`config.mk`:
```
export PLATFORM = sky130hd
export DESIGN_NAME = least_squares_line_fit
export DESIGN_NICKNAME = d
export VERILOG_FILES = /design/src/rtl/lslf_pkg.sv /design/src/rtl/lslf_datapath.sv /design/src/rtl/lslf_ctrl.sv /design/src/rtl/least_squares_line_fit.sv
export SDC_FILE = /design/constraint.sdc
export NUM_CORES = 2
export LEC_CHECK = 0
export BUFFER_PORTS_ARGS = -buffer_cell sky130_fd_sc_hd__buf_2
export CAP_MARGIN = 0
export CORE_ASPECT_RATIO = 1.4
export CORE_UTILIZATION = 59
export DETAILED_ROUTE_END_ITERATION = 6
export PLACE_DENSITY = 0.88
export SLEW_MARGIN = 5
export SYNTH_ARGS = -nofsm -noshare
export SYNTH_HDL_FRONTEND = slang
export SYNTH_HIERARCHICAL = 1
export SYNTH_SLANG_ARGS = --single-unit
```
`constraint.sdc`:
```
create_clock -name clk_i -period 8.65 [get_ports clk_i]
set_clock_uncertainty 0.15 [all_clocks]
set_input_delay 1.2975 -clock clk_i [delete_from_list [all_inputs] [get_ports clk_i]]
set_output_delay 1.2975 -clock clk_i [all_outputs]
set_load 0.05 [all_outputs]
```
`src/rtl/lslf_pkg.sv`:
```
// ----------------------------------------------------------------------------
// lslf_pkg
// Shared types and constants of the least-squares line fit block: register
// indexes, result status codes, product selector and controller interface.
// ----------------------------------------------------------------------------
package lslf_pkg;

  localparam int MAX_POINTS_DEF  = 64;
  localparam int COORD_WIDTH_DEF = 16;

  localparam int WINDOW_W    = 7;
  localparam int CFG_INDEX_W = 1;
  localparam int CFG_DATA_W  = WINDOW_W;

  localparam logic [WINDOW_W-1:0] WINDOW_RESET = 7'd8;

  localparam logic [CFG_INDEX_W-1:0] REG_WINDOW_COUNT = 1'b0;
  localparam logic [CFG_INDEX_W-1:0] REG_SWAP_AXES    = 1'b1;

  // Q16.16 result format
  localparam int RESULT_W  = 32;
  localparam int FRAC_BITS = 16;
  // one extra quotient bit flags an overflow of the 32-bit magnitude
  localparam int QUOT_W    = RESULT_W + 1;
  localparam int DIV_CNT_W = 6;

  localparam logic [RESULT_W-1:0] SAT_POS = 32'h7FFF_FFFF;
  localparam logic [RESULT_W-1:0] SAT_NEG = 32'h8000_0000;

  typedef enum logic [1:0] {
    STATUS_OK       = 2'd0,
    STATUS_SHORT    = 2'd1,
    STATUS_ZERO_DEN = 2'd2
  } status_e;

  localparam int STATUS_W = 2;

  // Products of the fit, in the order the sequencer runs them
  typedef enum logic [2:0] {
    PROD_C_SXX  = 3'd0,
    PROD_SX_SX  = 3'd1,
    PROD_C_SXY  = 3'd2,
    PROD_SX_SY  = 3'd3,
    PROD_SXX_SY = 3'd4,
    PROD_SXY_SX = 3'd5
  } prod_e;

  typedef struct packed {
    logic    accum;
    logic    mul_load;
    logic    clear_acc;
    logic    mul_step;
    logic    latch_den;
    logic    div_load;
    logic    div_step;
    logic    store_slope;
    logic    store_intercept;
    logic    load_out;
    prod_e   prod;
    status_e status;
  } lslf_cmd_t;

  typedef struct packed {
    logic too_few;
    logic mul_done;
    logic den_zero;
    logic div_last;
  } lslf_stat_t;

endpackage

```
`src/rtl/lslf_datapath.sv`:
```
// ----------------------------------------------------------------------------
// lslf_datapath
// Configuration registers, point accumulators, bit-serial signed
// multiply-accumulate, radix-2 restoring divider and result registers.
// ----------------------------------------------------------------------------
module lslf_datapath #(
  parameter int MAX_POINTS  = lslf_pkg::MAX_POINTS_DEF,
  parameter int COORD_WIDTH = lslf_pkg::COORD_WIDTH_DEF,
  parameter int S_TDATA_W   = ((2 * COORD_WIDTH + 7) / 8) * 8
) (
  input  logic                                clk_i,
  input  logic                                rst_ni,
  input  logic                                cfg_we_i,
  input  logic [lslf_pkg::CFG_INDEX_W-1:0]    cfg_index_i,
  input  logic [lslf_pkg::CFG_DATA_W-1:0]     cfg_data_i,
  input  logic [S_TDATA_W-1:0]                s_tdata_i,
  input  lslf_pkg::lslf_cmd_t                 cmd_i,
  output lslf_pkg::lslf_stat_t                stat_o,
  output logic [2*lslf_pkg::RESULT_W-1:0]     m_tdata_o,
  output logic [lslf_pkg::STATUS_W-1:0]       m_tuser_o
);

  localparam int PTS_W  = $clog2(MAX_POINTS + 1);
  localparam int SUM_W  = COORD_WIDTH + PTS_W;
  localparam int SQ_W   = 2 * COORD_WIDTH + PTS_W;
  localparam int ACC_W  = SQ_W + SUM_W + 1;
  localparam int DIV_W  = ACC_W + lslf_pkg::QUOT_W;
  localparam int CMP_W  = (PTS_W > lslf_pkg::WINDOW_W) ? PTS_W : lslf_pkg::WINDOW_W;
  localparam int RW     = lslf_pkg::RESULT_W;

  // configuration
  logic [lslf_pkg::WINDOW_W-1:0] window_q;
  logic                          swap_q;

  always_ff @(posedge clk_i or negedge rst_ni) begin
    if (!rst_ni) begin
      window_q <= lslf_pkg::WINDOW_RESET;
      swap_q   <= 1'b0;
    end else if (cfg_we_i) begin
      unique case (cfg_index_i)
        lslf_pkg::REG_WINDOW_COUNT: window_q <= cfg_data_i;
        lslf_pkg::REG_SWAP_AXES:    swap_q   <= cfg_data_i[0];
        default: ;
      endcase
    end
  end

  // effective window, clamped to [2, MAX_POINTS]
  logic [CMP_W-1:0] wc_ext;
  logic [CMP_W-1:0] n_cmp;
  logic [PTS_W-1:0] n_eff;

  always_comb begin
    wc_ext = CMP_W'(window_q);
    if (wc_ext < CMP_W'(2)) begin
      n_cmp = CMP_W'(2);
    end else if (wc_ext > CMP_W'(MAX_POINTS)) begin
      n_cmp = CMP_W'(MAX_POINTS);
    end else begin
      n_cmp = wc_ext;
    end
  end
  assign n_eff = PTS_W'(n_cmp);

  // accumulators
  logic        [PTS_W-1:0]         points_q;
  logic signed [SUM_W-1:0]         sum_first_q, sum_second_q;
  logic signed [SQ_W-1:0]          sum_sq_q, sum_cross_q;
  logic signed [COORD_WIDTH-1:0]   coord_a, coord_b;
  logic signed [2*COORD_WIDTH-1:0] prod_aa, prod_ab;
  logic                            take;

  assign coord_a = swap_q ? s_tdata_i[2*COORD_WIDTH-1:COORD_WIDTH]
                          : s_tdata_i[COORD_WIDTH-1:0];
  assign coord_b = swap_q ? s_tdata_i[COORD_WIDTH-1:0]
                          : s_tdata_i[2*COORD_WIDTH-1:COORD_WIDTH];
  assign prod_aa = coord_a * coord_a;
  assign prod_ab = coord_a * coord_b;
  assign take    = points_q < n_eff;

  always_ff @(posedge clk_i or negedge rst_ni) begin
    if (!rst_ni) begin
      points_q     <= '0;
      sum_first_q  <= '0;
      sum_second_q <= '0;
      sum_sq_q     <= '0;
      sum_cross_q  <= '0;
    end else if (cmd_i.load_out) begin
      points_q     <= '0;
      sum_first_q  <= '0;
      sum_second_q <= '0;
      sum_sq_q     <= '0;
      sum_cross_q  <= '0;
    end else if (cmd_i.accum && take) begin
      points_q     <= points_q + PTS_W'(1);
      sum_first_q  <= sum_first_q + SUM_W'(coord_a);
      sum_second_q <= sum_second_q + SUM_W'(coord_b);
      sum_sq_q     <= sum_sq_q + SQ_W'(prod_aa);
      sum_cross_q  <= sum_cross_q + SQ_W'(prod_ab);
    end
  end

  // operand selection for the shared multiplier
  logic signed [SQ_W-1:0]  op_a;
  logic signed [SUM_W-1:0] op_b;
  logic                    op_sub;
  logic [SQ_W-1:0]         mag_a;
  logic [SUM_W-1:0]        mag_b;

  always_comb begin
    unique case (cmd_i.prod)
      lslf_pkg::PROD_C_SXX: begin
        op_a = sum_sq_q;              op_b = SUM_W'(points_q);   op_sub = 1'b0;
      end
      lslf_pkg::PROD_SX_SX: begin
        op_a = SQ_W'(sum_first_q);    op_b = sum_first_q;        op_sub = 1'b1;
      end
      lslf_pkg::PROD_C_SXY: begin
        op_a = sum_cross_q;           op_b = SUM_W'(points_q);   op_sub = 1'b0;
      end
      lslf_pkg::PROD_SX_SY: begin
        op_a = SQ_W'(sum_first_q);    op_b = sum_second_q;       op_sub = 1'b1;
      end
      lslf_pkg::PROD_SXX_SY: begin
        op_a = sum_sq_q;              op_b = sum_second_q;       op_sub = 1'b0;
      end
      lslf_pkg::PROD_SXY_SX: begin
        op_a = sum_cross_q;           op_b = sum_first_q;        op_sub = 1'b1;
      end
      default: begin
        op_a = '0;                    op_b = '0;                 op_sub = 1'b0;
      end
    endcase
    mag_a = op_a[SQ_W-1]  ? (~op_a + SQ_W'(1))  : op_a;
    mag_b = op_b[SUM_W-1] ? (~op_b + SUM_W'(1)) : op_b;
  end

  // bit-serial multiply-accumulate: one multiplier bit per cycle
  logic [ACC_W-1:0]        mul_a_q;
  logic [SUM_W-1:0]        mul_b_q;
  logic                    mul_neg_q;
  logic signed [ACC_W-1:0] acc_q;
  logic [ACC_W-1:0]        den_q;

  always_ff @(posedge clk_i) begin
    if (cmd_i.mul_load) begin
      mul_a_q   <= ACC_W'(mag_a);
      mul_b_q   <= mag_b;
      mul_neg_q <= op_a[SQ_W-1] ^ op_b[SUM_W-1] ^ op_sub;
      if (cmd_i.clear_acc) begin
        acc_q <= '0;
      end
    end else if (cmd_i.mul_step) begin
      if (mul_b_q[0]) begin
        acc_q <= mul_neg_q ? (acc_q - mul_a_q) : (acc_q + mul_a_q);
      end
      mul_a_q <= mul_a_q << 1;
      mul_b_q <= mul_b_q >> 1;
    end
    if (cmd_i.latch_den) begin
      den_q <= acc_q;
    end
  end

  // restoring divider: |num| * 2^16 / den, rounded half away from zero
  logic [DIV_W-1:0]              rem_q, dvs_q;
  logic [lslf_pkg::QUOT_W-1:0]   quot_q;
  logic [lslf_pkg::DIV_CNT_W-1:0] div_cnt_q;
  logic                          div_neg_q;
  logic [ACC_W-1:0]              mag_num;
  logic                          rem_ge;

  assign mag_num = acc_q[ACC_W-1] ? (~acc_q + ACC_W'(1)) : acc_q;
  assign rem_ge  = rem_q >= dvs_q;

  always_ff @(posedge clk_i) begin
    if (cmd_i.div_load) begin
      div_neg_q <= acc_q[ACC_W-1];
      rem_q     <= DIV_W'({mag_num, {(lslf_pkg::FRAC_BITS + 1){1'b0}}}) + DIV_W'(den_q);
      dvs_q     <= DIV_W'({den_q, {lslf_pkg::QUOT_W{1'b0}}});
      quot_q    <= '0;
      div_cnt_q <= lslf_pkg::DIV_CNT_W'(lslf_pkg::QUOT_W - 1);
    end else if (cmd_i.div_step) begin
      if (rem_ge) begin
        rem_q <= rem_q - dvs_q;
      end
      quot_q    <= {quot_q[lslf_pkg::QUOT_W-2:0], rem_ge};
      dvs_q     <= dvs_q >> 1;
      div_cnt_q <= div_cnt_q - lslf_pkg::DIV_CNT_W'(1);
    end
  end

  // saturate and apply sign
  logic          sat_hit;
  logic [RW-1:0] quot_mag, quot_fix;

  always_comb begin
    sat_hit  = div_neg_q ? (quot_q > {1'b0, lslf_pkg::SAT_NEG})
                         : (quot_q > {1'b0, lslf_pkg::SAT_POS});
    quot_mag = sat_hit ? (div_neg_q ? lslf_pkg::SAT_NEG : lslf_pkg::SAT_POS)
                       : quot_q[RW-1:0];
    quot_fix = div_neg_q ? (~quot_mag + RW'(1)) : quot_mag;
  end

  logic [RW-1:0] slope_q, intercept_q;

  always_ff @(posedge clk_i) begin
    if (cmd_i.store_slope) begin
      slope_q <= quot_fix;
    end
    if (cmd_i.store_intercept) begin
      intercept_q <= quot_fix;
    end
    if (cmd_i.load_out) begin
      m_tuser_o <= cmd_i.status;
      if (cmd_i.status == lslf_pkg::STATUS_OK) begin
        m_tdata_o <= {intercept_q, slope_q};
      end else begin
        m_tdata_o <= '0;
      end
    end
  end

  assign stat_o.too_few  = take;
  assign stat_o.mul_done = (mul_b_q == '0);
  assign stat_o.den_zero = (den_q == '0);
  assign stat_o.div_last = (div_cnt_q == '0);

endmodule

```
`src/rtl/lslf_ctrl.sv`:
```
// ----------------------------------------------------------------------------
// lslf_ctrl
// Sequencer of the fit: takes points, then steps the shared multiplier and
// divider through the six products and two quotients, and hands off results.
// ----------------------------------------------------------------------------
module lslf_ctrl (
  input  logic                 clk_i,
  input  logic                 rst_ni,
  input  logic                 s_tvalid_i,
  input  logic                 s_tlast_i,
  output logic                 s_tready_o,
  output logic                 m_tvalid_o,
  input  logic                 m_tready_i,
  input  lslf_pkg::lslf_stat_t stat_i,
  output lslf_pkg::lslf_cmd_t  cmd_o
);

  typedef enum logic [3:0] {
    S_IDLE,
    S_FIT,
    S_MUL_LOAD,
    S_MUL_RUN,
    S_CHECK,
    S_DIV_LOAD,
    S_DIV_RUN,
    S_DIV_STORE,
    S_OUT
  } state_e;

  state_e            state_q;
  lslf_pkg::prod_e   prod_q;
  lslf_pkg::status_e status_q;
  logic              out_valid_q;
  logic              accept;
  logic              out_free;

  assign s_tready_o = (state_q == S_IDLE);
  assign accept     = s_tvalid_i && s_tready_o;
  assign out_free   = !out_valid_q || m_tready_i;
  assign m_tvalid_o = out_valid_q;

  always_comb begin
    cmd_o                 = '0;
    cmd_o.prod            = prod_q;
    cmd_o.status          = status_q;
    cmd_o.accum           = accept;
    cmd_o.mul_load        = (state_q == S_MUL_LOAD);
    cmd_o.clear_acc       = (prod_q == lslf_pkg::PROD_C_SXX) ||
                            (prod_q == lslf_pkg::PROD_C_SXY) ||
                            (prod_q == lslf_pkg::PROD_SXX_SY);
    cmd_o.mul_step        = (state_q == S_MUL_RUN) && !stat_i.mul_done;
    cmd_o.latch_den       = (state_q == S_MUL_RUN) && stat_i.mul_done &&
                            (prod_q == lslf_pkg::PROD_SX_SX);
    cmd_o.div_load        = (state_q == S_DIV_LOAD);
    cmd_o.div_step        = (state_q == S_DIV_RUN);
    cmd_o.store_slope     = (state_q == S_DIV_STORE) && (prod_q == lslf_pkg::PROD_SX_SY);
    cmd_o.store_intercept = (state_q == S_DIV_STORE) && (prod_q == lslf_pkg::PROD_SXY_SX);
    cmd_o.load_out        = (state_q == S_OUT) && out_free;
  end

  always_ff @(posedge clk_i or negedge rst_ni) begin
    if (!rst_ni) begin
      state_q     <= S_IDLE;
      prod_q      <= lslf_pkg::PROD_C_SXX;
      status_q    <= lslf_pkg::STATUS_OK;
      out_valid_q <= 1'b0;
    end else begin
      // a handoff in the same cycle refills the slot below
      if (out_valid_q && m_tready_i && (state_q != S_OUT)) begin
        out_valid_q <= 1'b0;
      end
      unique case (state_q)
        S_IDLE: begin
          if (accept && s_tlast_i) begin
            state_q <= S_FIT;
          end
        end
        S_FIT: begin
          if (stat_i.too_few) begin
            status_q <= lslf_pkg::STATUS_SHORT;
            state_q  <= S_OUT;
          end else begin
            status_q <= lslf_pkg::STATUS_OK;
            prod_q   <= lslf_pkg::PROD_C_SXX;
            state_q  <= S_MUL_LOAD;
          end
        end
        S_MUL_LOAD: state_q <= S_MUL_RUN;
        S_MUL_RUN: begin
          if (stat_i.mul_done) begin
            unique case (prod_q)
              lslf_pkg::PROD_C_SXX: begin
                prod_q  <= lslf_pkg::PROD_SX_SX;
                state_q <= S_MUL_LOAD;
              end
              lslf_pkg::PROD_SX_SX: state_q <= S_CHECK;
              lslf_pkg::PROD_C_SXY: begin
                prod_q  <= lslf_pkg::PROD_SX_SY;
                state_q <= S_MUL_LOAD;
              end
              lslf_pkg::PROD_SXX_SY: begin
                prod_q  <= lslf_pkg::PROD_SXY_SX;
                state_q <= S_MUL_LOAD;
              end
              default: state_q <= S_DIV_LOAD;
            endcase
          end
        end
        S_CHECK: begin
          if (stat_i.den_zero) begin
            status_q <= lslf_pkg::STATUS_ZERO_DEN;
            state_q  <= S_OUT;
          end else begin
            prod_q  <= lslf_pkg::PROD_C_SXY;
            state_q <= S_MUL_LOAD;
          end
        end
        S_DIV_LOAD: state_q <= S_DIV_RUN;
        S_DIV_RUN: begin
          if (stat_i.div_last) begin
            state_q <= S_DIV_STORE;
          end
        end
        S_DIV_STORE: begin
          if (prod_q == lslf_pkg::PROD_SX_SY) begin
            prod_q  <= lslf_pkg::PROD_SXX_SY;
            state_q <= S_MUL_LOAD;
          end else begin
            state_q <= S_OUT;
          end
        end
        S_OUT: begin
          if (out_free) begin
            out_valid_q <= 1'b1;
            state_q     <= S_IDLE;
          end
        end
        default: state_q <= S_IDLE;
      endcase
    end
  end

`ifndef SYNTHESIS
  a_last_starts_fit: assert property (@(posedge clk_i) disable iff (!rst_ni)
    (accept && s_tlast_i) |=> (state_q == S_FIT))
    else $error("final point did not start the fit");

  a_load_into_free_slot: assert property (@(posedge clk_i) disable iff (!rst_ni)
    cmd_o.load_out |-> (!out_valid_q || m_tready_i))
    else $error("result overwrote a pending transaction");

  a_valid_from_out: assert property (@(posedge clk_i) disable iff (!rst_ni)
    (out_valid_q && !$past(out_valid_q)) |-> ($past(state_q) == S_OUT))
    else $error("result raised outside the handoff state");

  a_div_entered_by_load: assert property (@(posedge clk_i) disable iff (!rst_ni)
    (state_q == S_DIV_RUN) |->
      ($past(state_q) == S_DIV_LOAD || $past(state_q) == S_DIV_RUN))
    else $error("divider ran without a load");
`endif

endmodule

```
`src/rtl/least_squares_line_fit.sv`:
```
// ----------------------------------------------------------------------------
// least_squares_line_fit
// Least-squares straight-line fit over the leading points of each set,
// giving slope and intercept in saturated signed Q16.16.
// ----------------------------------------------------------------------------
// Points stream in one per transaction; tlast marks the final point of a set.
// The first window_count points (clamped to 2..MAX_POINTS) are summed as
// sum x, sum y, sum x^2 and sum xy; later points of the set are taken and
// dropped. A point without tlast leaves the block ready for the next point.
// The final point starts the fit, during which the input is held off: six
// products run through one shared bit-serial signed multiplier (one
// multiplier bit per cycle, after a load step) and two quotients through one
// radix-2 restoring divider (each with load and store steps). A short set or
// a zero denominator ends the fit before the divider runs. The result waits
// in an output register, so the next set's points are taken while it is
// still pending. tuser carries the status: 0 ok, 1 too few points (fields
// zero), 2 zero denominator (fields zero). Results are rounded to nearest,
// ties away from zero. swap_axes exchanges x and y of each point as it
// arrives. Configuration must be written only while the block is idle; the
// block itself does not enforce this.
module least_squares_line_fit #(
  parameter int MAX_POINTS  = lslf_pkg::MAX_POINTS_DEF,
  parameter int COORD_WIDTH = lslf_pkg::COORD_WIDTH_DEF
) (
  input  logic                                clk_i,
  input  logic                                rst_ni,
  // configuration write port
  input  logic                                cfg_we_i,
  input  logic [lslf_pkg::CFG_INDEX_W-1:0]    cfg_index_i,
  input  logic [lslf_pkg::CFG_DATA_W-1:0]     cfg_data_i,
  // point stream
  input  logic                                s_axis_tvalid,
  output logic                                s_axis_tready,
  // tdata: x_coord, y_coord, zero fill to whole bytes
  input  logic [((2*COORD_WIDTH+7)/8)*8-1:0]  s_axis_tdata,
  input  logic                                s_axis_tlast,
  // result stream
  output logic                                m_axis_tvalid,
  input  logic                                m_axis_tready,
  // tdata: slope, intercept
  output logic [2*lslf_pkg::RESULT_W-1:0]     m_axis_tdata,
  // tuser: status
  output logic [lslf_pkg::STATUS_W-1:0]       m_axis_tuser
);

  localparam int S_TDATA_W = ((2 * COORD_WIDTH + 7) / 8) * 8;

  lslf_pkg::lslf_cmd_t  cmd;
  lslf_pkg::lslf_stat_t stat;

  // sequencer: handshakes and step commands
  lslf_ctrl u_ctrl (
    .clk_i      (clk_i),
    .rst_ni     (rst_ni),
    .s_tvalid_i (s_axis_tvalid),
    .s_tlast_i  (s_axis_tlast),
    .s_tready_o (s_axis_tready),
    .m_tvalid_o (m_axis_tvalid),
    .m_tready_i (m_axis_tready),
    .stat_i     (stat),
    .cmd_o      (cmd)
  );

  // accumulators, multiplier, divider and result registers
  lslf_datapath #(
    .MAX_POINTS  (MAX_POINTS),
    .COORD_WIDTH (COORD_WIDTH),
    .S_TDATA_W   (S_TDATA_W)
  ) u_datapath (
    .clk_i       (clk_i),
    .rst_ni      (rst_ni),
    .cfg_we_i    (cfg_we_i),
    .cfg_index_i (cfg_index_i),
    .cfg_data_i  (cfg_data_i),
    .s_tdata_i   (s_axis_tdata),
    .cmd_i       (cmd),
    .stat_o      (stat),
    .m_tdata_o   (m_axis_tdata),
    .m_tuser_o   (m_axis_tuser)
  );

endmodule
```
==> impl_results.md <==
* Dominant cell type by area after synthesis: edfxtp_1
* Seq/Total Area, Yosys at 28.12%
* Final setup vio count at 0
* Final period util at 96.56%
* Hold buffer count at CTS at 0
* Multi-input logic area at 0.04632 mm^2
* Max-slew headroom at 22.39%
* Post-DRT Antenna Nets at 0
* Rows at 150
* CTS Sinks at 724
* Maxcap violations at 0
* Routability cong. at 1.022
* Pre-CTS WS at -0.2715 ns
* Largest cells by area after synthesis: edfxtp_1 (20%), fa_1 (18%), ha_1 (8.7%)
* Synth Warn # at 6
* Syn Nets at 9033
* Worst min path class: reg2reg
* Final min period at 8.352 ns
* Yosys reg bits at 724
* TritonCTS clock tree: built
* Share of cells above drive strength 1 at 7.747%
* Fin. Hold Viols at 0
* Max Transition Viols Final at 0
* Clock root cell: clkbuf_16
* Async S/R FF share, synth at 20.58%
* CTS buffer count at 77
* IO Pins at 114
* TritonRoute pass-1 iters at 7
* H-Tree Depth at 3
* Tot GR Track Use at 32.69%
* Drt initial violations at 5034
* Run status: completed
* Clock buffer depth at 3
* Die span in y at 413.1 um
* Total congestion overflow at 0
* Initial antenna violation count at 3
* Initial core utilization at 59.59%
* Synth cell types at 98
* Final net count at 9126
* Placeable Area at 0.1196 mm^2
* Setup WS post-layout at 0.2978 ns
* Most common cell after layout, fill and taps aside: inv_1
* Total negative slack at 0 ns
* Slew @ Worst Pin at 1.162 ns
* Hpwl dp at 156700 um
* Vias in the first global route at 60140
* # DRC at 0
* Die W at 295.7 um
* Via density at 6.083
* Largest net degree at the start of global routing at 96
* Final Util at 64.53%
* Mapped cell area at 0.07124 mm^2
* Avg Cell Area, Syn at 9.065 um^2
* Most frequent cells in the layout: inv_1 (971), nand2_1 (842), nor2_1 (688)
* Clk Latency, worst-skew pair at 0.73 ns
* I/O Buffers at 113
* Critical Path Fanout Max at 12
* CP Launch Type: flip-flop
* Via count at 58500
* Syn Inst Count at 7859
* Kind of end point of the critical path: flip-flop
* Yosys top cell area share at 20.19%
* Worst Path Arrival at 8.80 ns
* Highest clock rate at 119.7 MHz
* Reg area at 0.02004 mm^2
* Final WL at 198300 um
* Area growth syn-to-layout at 8.299%
* Die area at 0.1222 mm^2
* Routed length per instance at 20.62 um
* CP required at 9.09 ns
* Clock slew at reported path FFs at 0.06 ns
* Fillcell total at 9487
* Ys flop type: edfxtp_1
* EDFF count, synth at 479
* First-pass GRT wire length at 313300 um
* WS Path Type: reg2reg
what timing repair did:
item / CTS / global route
resized for setup: 0 / 4
setup buffers: 0 / 7
endpoints found under the setup margin: 0 / 13
stage by stage:
step	hold slack [ns]	instance area (um^2)	std cells
5_1_grt	0.3527	77140	9612
3_5_place_dp	0.3164	74390	9462
3_3_place_gp	0.3121	74390	9462
4_1_cts	0.3236	77060	9605
6_report	0.3314	77150	9616
2_1_floorplan	0.2912	71240	7859
state kept, by name (all words and copies together) (netlist names), 2 cells and up:
register                 count
u_ctrl/state_q               4
u_datapath/points_q          7
u_datapath/rem_q            96
u_datapath/quot_q           33
u_datapath/intercept_q      32
u_datapath/sum_second_q     23
u_datapath/slope_q          32
u_datapath/m_tdata_o        64
u_datapath/mul_b_q          23
u_datapath/sum_sq_q         39
u_datapath/m_tuser_o         2
u_datapath/den_q            63
u_datapath/div_cnt_q         6
u_ctrl/status_q              2
u_datapath/acc_q            63
u_ctrl/prod_q                3
u_datapath/sum_cross_q      39
u_datapath/wc_ext            7
u_datapath/sum_first_q      23
u_datapath/dvs_q            96
u_datapath/mul_a_q          63
area by class of cell:
type | instances | share of cell area, %
inverters | 986 | 4.797
clock buffers | 88 | 2.577
diodes | 4 | 0.01297
flip-flops and latches | 724 | 25.98
repair buffers | 351 | 3.132
well taps | 1596 | 2.588
clock inverters | 55 | 0.8790
multi-input cells | 5812 | 60.03
cells by family (layout without fill, tap and decap cells):
| logic type | count (synthesis) | count (layout) | synth area share [%] |
|---|---|---|---|
| compound gates | 1673 | 1673 | 14.58 |
| xor+xnor | 501 | 501 | 6.160 |
| fa+ha+maj | 1128 | 1128 | 26.46 |
| buf+inv | 1323 | 1480 | 7.024 |
| flops | 724 | 724 | 28.12 |
| mux | 188 | 188 | 2.745 |
| other cells | 0 | 4 | 0 |
| simple gates | 2322 | 2322 | 14.90 |
layer usage:
| metal | vias up | share of wire [%] | global-route usage [%] |
|---|---|---|---|
| met5 | - | 0.0071 | 0 |
| met4 | 2 | 7.4 | 21.65 |
| met3 | 760 | 7.0 | 5.361 |
| met2 | 2559 | 50 | 57.52 |
| met1 | 28420 | 36 | 36.20 |
| li1 | 26760 | - | - |
critical path, stage by stage (launching register included):
cell      delay, ns
dfrtp_4        0.62
buf_16         0.22
buf_4          0.15
mux2i_1        0.40
inv_1          0.25
nand2_1        0.19
inv_1          0.10
fa_1           0.52
fa_1           0.67
buf_4          0.24
fa_1           0.55
inv_1          0.15
fa_1           0.57
inv_1          0.06
fa_1           0.53
inv_1          0.06
fa_1           0.54
inv_1          0.05
ha_1           0.37
a21o_1         0.20
a21oi_1        0.21
nand2_1        0.09
o31ai_1        0.42
o21ai_0        0.22
a21o_1         0.21
a21oi_1        0.17
xor2_1         0.08
a211oi_1       0.24
cell usage after synthesis, types with 12 or more instances:
cell / count
inv_1: 972
nand2_1: 843
nor2_1: 693
fa_1: 631
a21oi_1: 610
ha_1: 497
edfxtp_1: 479
xnor2_1: 347
o21ai_0: 342
clkbuf_1: 296
a21o_1: 200
xor2_1: 154
dfrtp_1: 148
mux2i_1: 129
nor2b_1: 112
and2_1: 106
nor3_1: 99
dfxtp_1: 96
nand3_1: 95
nand4_1: 67
o21bai_1: 60
mux2_2: 59
nor4_1: 57
nand2b_1: 53
and3_1: 49
a31oi_1: 46
or3_1: 45
a22oi_1: 43
o31ai_1: 41
o22a_1: 37
a211oi_1: 34
o21a_1: 33
buf_1: 31
o211ai_1: 27
or2_2: 19
o21ai_1: 18
o41ai_1: 18
or4_1: 17
a21boi_0: 13
clkinv_1: 13
a221oi_1: 12
a41oi_1: 12
path summary, 6_finish.rpt:
check                                                startpoint                                      to  slack (ns)  depth (start not counted)
max                               u_datapath/swap_q$_DFFE_PN0P_  u_datapath/sum_cross_q[37]$_DFFE_PN0P_        0.30                         27
min                        u_datapath/div_cnt_q[0]$_SDFFE_PP0P_    u_datapath/div_cnt_q[0]$_SDFFE_PP0P_        0.33                          2
max reg2reg                       u_datapath/swap_q$_DFFE_PN0P_  u_datapath/sum_cross_q[37]$_DFFE_PN0P_        0.30                         27
min reg2reg                u_datapath/div_cnt_q[0]$_SDFFE_PP0P_    u_datapath/div_cnt_q[0]$_SDFFE_PP0P_        0.33                          2
max in group asynchronous                                rst_ni  u_datapath/sum_cross_q[29]$_DFFE_PN0P_        6.01                          3
min in group asynchronous                                rst_ni     u_datapath/sum_sq_q[13]$_DFFE_PN0P_        0.34                          1
Power is left out: the tool's default activity adds up to more than one toggle a clock period on the data nets, which glitch-free logic cannot reach.
